`src/rtl/tlik_pkg.sv`:
```
// shared types, constants and the arctangent table for the two-link arm solver
`default_nettype none
package tlik_pkg;
	localparam int X_W = 20;
	localparam int LEN_W = 19;
	localparam int ANG_OUT_W = 16;
	localparam int ANG_W = 28;
	localparam int XY_W = 32;
	localparam int CW = 34;
	localparam int RAD_W = 60;
	localparam int ROOT_W = 30;
	localparam int CORDIC_STEPS_DEF = 16;

	localparam logic [LEN_W-1:0] LEN_RESET = 19'd1024;

	localparam logic CFG_UPPER = 1'b0;
	localparam logic CFG_LOWER = 1'b1;

	localparam logic signed [ANG_W-1:0] ANG_PI = 28'sd52707179;
	localparam logic signed [ANG_W-1:0] ANG_HALF_PI = 28'sd26353589;
	localparam logic signed [ANG_W-1:0] ANG_THREE_HALF_PI = 28'sd79060768;

	typedef struct packed {
		logic signed [X_W-1:0] hand_x;
		logic signed [X_W-1:0] hand_z;
	} in_t;

	typedef struct packed {
		logic                        reachable;
		logic signed [ANG_OUT_W-1:0] shoulder_angle;
		logic signed [ANG_OUT_W-1:0] elbow_angle;
	} out_t;

	// atan(2^-i) in q.24 radians, rounded
	function automatic logic signed [ANG_W-1:0] atan_tab(input int i);
		case (i)
			0: return 28'sd13176795;
			1: return 28'sd7778716;
			2: return 28'sd4110060;
			3: return 28'sd2086331;
			4: return 28'sd1047214;
			5: return 28'sd524117;
			6: return 28'sd262123;
			7: return 28'sd131069;
			8: return 28'sd65536;
			9: return 28'sd32768;
			10: return 28'sd16384;
			11: return 28'sd8192;
			12: return 28'sd4096;
			13: return 28'sd2048;
			14: return 28'sd1024;
			15: return 28'sd512;
			16: return 28'sd256;
			17: return 28'sd128;
			18: return 28'sd64;
			19: return 28'sd32;
			20: return 28'sd16;
			21: return 28'sd8;
			22: return 28'sd4;
			23: return 28'sd2;
			24: return 28'sd1;
			default: return '0;
		endcase
	endfunction
endpackage
`default_nettype wire

```
`src/rtl/tlik_sqrt.sv`:
```
// pipelined integer square root, one result bit per stage, several lanes in lockstep
`default_nettype none
module tlik_sqrt #(
	parameter int LANES = 1,
	parameter int SIDE_W = 1
) (
	input  logic                                  clk,
	input  logic                                  arst_n,
	input  logic                                  en,
	input  logic                                  up_valid,
	input  logic [LANES-1:0][tlik_pkg::RAD_W-1:0]  up_rad,
	input  logic [SIDE_W-1:0]                     up_side,
	output logic                                  dn_valid,
	output logic [LANES-1:0][tlik_pkg::ROOT_W-1:0] dn_root,
	output logic [SIDE_W-1:0]                     dn_side
);
	import tlik_pkg::*;

	localparam int N = ROOT_W;
	localparam int RW = RAD_W + 1;

	logic [N-1:0]                vld_s;
	logic [LANES-1:0][RW-1:0]    rem_s [N];
	logic [LANES-1:0][RW-1:0]    res_s [N];
	logic [SIDE_W-1:0]           side_s [N];
	logic [LANES-1:0][RW-1:0]    rem_i [N];
	logic [LANES-1:0][RW-1:0]    res_i [N];
	logic [SIDE_W-1:0]           side_i [N];

	function automatic logic [2*RW-1:0] sqrt_step(input logic [RW-1:0] rem,
			input logic [RW-1:0] res, input int k);
		logic [RW-1:0] bitc;
		logic [RW-1:0] t;
		logic [RW-1:0] rem_n;
		logic [RW-1:0] res_n;
		bitc = RW'(1) << (2 * (N - 1 - k));
		t = res + bitc;
		if (rem >= t) begin
			rem_n = rem - t;
			res_n = (res >> 1) + bitc;
		end else begin
			rem_n = rem;
			res_n = res >> 1;
		end
		return {rem_n, res_n};
	endfunction

	always_comb begin
		for (int l = 0; l < LANES; l++) begin
			rem_i[0][l] = {1'b0, up_rad[l]};
			res_i[0][l] = '0;
		end
		side_i[0] = up_side;
		for (int k = 1; k < N; k++) begin
			rem_i[k] = rem_s[k-1];
			res_i[k] = res_s[k-1];
			side_i[k] = side_s[k-1];
		end
	end

	always_ff @(posedge clk or negedge arst_n) begin
		if (!arst_n) begin
			vld_s <= '0;
		end else if (en) begin
			vld_s <= {vld_s[N-2:0], up_valid};
		end
	end

	always_ff @(posedge clk) begin
		if (en) begin
			for (int k = 0; k < N; k++) begin
				for (int l = 0; l < LANES; l++) begin
					{rem_s[k][l], res_s[k][l]} <= sqrt_step(rem_i[k][l], res_i[k][l], k);
				end
				side_s[k] <= side_i[k];
			end
		end
	end

	assign dn_valid = vld_s[N-1];
	assign dn_side = side_s[N-1];
	always_comb begin
		for (int l = 0; l < LANES; l++) begin
			dn_root[l] = res_s[N-1][l][N-1:0];
		end
	end
endmodule
`default_nettype wire

```
`config.mk`:
```
export PLATFORM = sky130hd
export DESIGN_NAME = tlik_sqrt
export DESIGN_NICKNAME = d
export VERILOG_FILES = /design/src/rtl/tlik_pkg.sv /design/src/rtl/tlik_sqrt.sv
export SDC_FILE = /design/constraint.sdc
export NUM_CORES = 2
export LEC_CHECK = 0
export BUFFER_PORTS_ARGS = -buffer_cell sky130_fd_sc_hd__clkbuf_2
export CELL_PAD_IN_SITES_DETAIL_PLACEMENT = 1
export CELL_PAD_IN_SITES_GLOBAL_PLACEMENT = 1
export CORE_MARGIN = 3
export CORE_UTILIZATION = 45
export CTS_BUF_LIST = sky130_fd_sc_hd__clkbuf_8
export DETAILED_ROUTE_END_ITERATION = 16
export PLACE_DENSITY_LB_ADDON = 0.1
export SLEW_MARGIN = 20
export SYNTH_ARGS = -nofsm -noshare
export SYNTH_HDL_FRONTEND = slang
export SYNTH_SLANG_ARGS = --single-unit
```
`constraint.sdc`:
```
create_clock -name clk -period 6.5 [get_ports clk]
set_clock_uncertainty 0.05 [all_clocks]
set_input_delay 0.975 -clock clk [delete_from_list [all_inputs] [get_ports clk]]
set_output_delay 0.975 -clock clk [all_outputs]
set_load 0.02 [all_outputs]
```
==> run_results.csv <==
group,metric,value,unit
outcome,status,"complete, no violations",
pwr,netSwitchingPower,12.6,mW
placed_design,io_buffers,96,
yosys,synth-edff-count,2264,
pwr,p_leak,45.9,nW
die,die_area,0.250,mm²
run,maxCapViolations,0,
critical_path,cp_max_fo,50,
sta,rsz0062_at_grt,"no",
global_routing,grt_pass1_vias,74747,
global_routing,grtUsageMet3,0.0322,
clocking,cts_sinks,2294,
finish,layoutNonFillerInstCount,12662,
critical_path,required,7.20,ns
pwr,powerDensity,336,mW/mm²
critical_path,crit_type,"reg -> reg",
yosys,synth_top_area_share,0.620,
placed_design,dpl.hpwl,221000,µm
pwr,power_frac_seq,0.493,
die,die_w,500,µm
pwr,sw_frac_of_total,0.307,
finish,syn2layout_area_growth,11.4,%
global_routing,grt_pass1_wl,455000,µm
global_routing,track_usage,0.234,
finish,drive_above_1_share,0.0900,
clocking,postCtsSetupBuffers,0,
min_path,hold_class,"in -> reg",
yosys,syn_inst,8716,
global_routing,grt_max_degree,203,
sta,report.final.slew_viol_count,0,
yosys,syn_avg_cell_area,12.6,µm²
die,die_h,500,µm
critical_path,path_cells,"or4_1 -> nor4_1 -> nand4_1 -> and3_1 -> a31o_1 -> a31oi_4 -> buf_4 -> nor2b_1 -> nand3_1 -> xnor2_1",
sta,slew_headroom,0.227,
route,routed_via_density,5.65,
die,rows,180,
yosys,yosysWarnings,0,
yosys,synthTopCellsByArea,"edfxtp_1 62%, ha_1 5.6%, xnor2_1 3.2%",
critical_path,start_kind,"flop",
critical_path,end_kind,"flop",
die,initial_utilization,0.454,
yosys,synth.ff_latch_count,2294,
die,io_pins,97,
yosys,synth_fp_nets,9274,
die,core_area,0.241,mm²
pwr,clockPowerShare,0.303,
clocking,htree_levels,5,
clocking,root_buffer,"clkbuf_8",
critical_path,crit_slowest_cell,"nor4_1",
finish,nets,9725,
route,dr.first_iter.drc_count,5410,
yosys,synth_cell_types,106,
sta,fin_ws,1.76,ns
clocking,insertion_delay,1.06,ns
sta,fin_crit_sh,0.729,
sta,setup_tns,0,ns
route,routedWlPerCell,23.3,µm
yosys,synth_top_cell_by_area,"edfxtp_1",
route,drc_errors,0,
critical_path,cp.arrival,5.44,ns
finish,seqCellArea,0.0687,mm²
critical_path,cp_slowest_stage_delay,0.77,ns
global_routing,use_met2,0.393,
sta,setup-violations-final,0,
yosys,ys.flop_type,"edfxtp_1",
clocking,cts_buffer_depth,4,
finish,final_common_cell,"edfxtp_1",
global_routing,antenna_found_initial,10,
clocking,cts-resized-gates,0,
finish,layout_common_cells,"2,264 x edfxtp_1, 726 x inv_1, 623 x nand2_1",
finish,num-fill-cells,24859,
yosys,syn_area,0.110,mm²
clocking,cts_buffers,400,
placed_design,dpl_worst_slack,1.75,ns
sta,tightest_slew,1.15,ns
sta,period_needed,4.74,ns
route,num_vias,71588,
global_routing,gr-usage-met1,0.321,
pwr,internal-power,28.4,mW
route,drtAntennaViolNets,0,
clocking,cts_tree,"built",
placed_design,dp.cells,11890,
clocking,ctsHoldBuffers,60,
pwr,ir_drop,209,µV
global_routing,grt_busiest_layer,"met2",
placed_design,globalplace.congestion,0.891,
sta,hold_viol,0,
pwr,combinationalPowerShare,0.204,
route,first_pass_iters,6,
yosys,ys_seq_area_frac,0.627,
finish,multiInputGateArea,0.0379,mm²
sta,fmax,211,MHz
global_routing,grt.overflow.total,0,
route,drt_wl_total,295000,µm
clocking,clk_pin_slew_worst_paths,0.07,ns
yosys,async_flop_share,0.0131,
==> per-layer routing <==
| layer | vias up | part of all wire |
|---|---|---|
| met4 | 0 | 0.022 |
| met3 | 465 | 0.044 |
| li1 | 33637 | - |
| met2 | 1421 | 0.48 |
| met1 | 36065 | 0.45 |
| met5 | - | 0 |
==> critical path, delay by kind of cell (launching register included) <==
kind | cells | cell delay, ns
XOR/XNOR | 1 | 0.19
buffers and inverters | 1 | 0.51
flip-flops | 1 | 0.39
AND/OR/NAND/NOR | 6 | 2.90
AO/OA/AOI/OAI | 2 | 0.38
==> logic make-up (layout without fill, tap and decap cells) <==
group                      after synthesis  count (layout)  synth area share
muxes                                   88              88           0.00892
other                                    0               9                 0
DFF                                   2294            2294             0.627
AOI/OAI and AO/OA                     1610            1610            0.0912
buffers and inverters                  805            1557            0.0282
xor gates and xnor gates               777             777            0.0621
adders and majority gates              493             493            0.0563
and+or+nand+nor                       2649            2649             0.126
==> path summary, 6_finish.rpt <==
check / start / cells after the start / slack, ns / end
max in group asynchronous: arst_n / 2 / 5.44 / vld_s[12]
worst min register to register: rem_i[865] / 0 / 0.34 / rem_i[804]
worst max-delay path: rem_i[306] / 10 / 1.76 / rem_i[300]
worst max register to register: rem_i[306] / 10 / 1.76 / rem_i[300]
worst min-delay path: up_valid / 2 / 0.15 / vld_s[0]
min in group asynchronous: arst_n / 2 / 0.50 / vld_s[27]
==> state kept, by name (all words and copies together), names as in the netlist <==
| signal | cells |
|---|---|
| res_i | 435 |
| vld_s | 30 |
| rem_i | 1769 |
| side_s | 30 |
| dn_root | 30 |
==> cells in the mapped netlist (25+ instances only) <==
master / count
nor4_1: 311
a211oi_1: 46
or2_2: 40
nand2b_1: 95
o21bai_1: 39
o211ai_1: 29
o21a_1: 106
a21oi_1: 484
and3_1: 51
inv_1: 624
nand3_1: 147
nor4b_1: 42
mux2_2: 78
a21boi_0: 25
nor3_1: 230
nor2b_1: 72
a21o_1: 168
ha_1: 493
or3_1: 89
and2_1: 29
xnor2_1: 404
nand3b_1: 34
o31ai_1: 54
or4_1: 74
buf_2: 30
nand4_1: 150
o21ai_0: 441
a31oi_1: 33
xor2_1: 373
nor2_1: 537
clkbuf_1: 132
nand2_1: 623
a2111oi_0: 25
edfxtp_1: 2264
dfrtp_1: 30
==> power by group through the flow <==
| stage | Combinational, mW | Sequential (mW) | Clock (mW) |
|---|---|---|---|
| finish | 8.37 | 20.2 | 12.4 |
| global route | 9.32 | 20.4 | 13.5 |
| CTS | 8.37 | 20.2 | 12.9 |
| detailed placement | 8.28 | 20.5 | 0 |
| global placement | 8.09 | 20.5 | 0 |
| floorplan | 5.90 | 19.7 | 0 |
==> layout make-up <==
type | instances | area share
Antenna cell | 9 | 0.000184
Clock buffer | 403 | 0.0454
Clock inverter | 300 | 0.0145
Inverter | 628 | 0.0193
Multi-Input combinational cell | 5617 | 0.311
Sequential cell | 2294 | 0.563
Tap cell | 3185 | 0.0326
Timing Repair Buffer | 226 | 0.0144
==> stage by stage <==
stage	hold slack, ns	instance area [µm²]	total power, mW	util
3_5_place_dp	0.357	114000	28.8	0.473
4_1_cts	0.0296	122000	41.4	0.506
3_3_place_gp	0.350	114000	28.5	0.473
6_report	0.146	122000	41.0	0.506
5_1_grt	0.0669	122000	43.2	0.506
2_1_floorplan	0.350	110000	25.6	-
(Power assumes the default switching activity.)
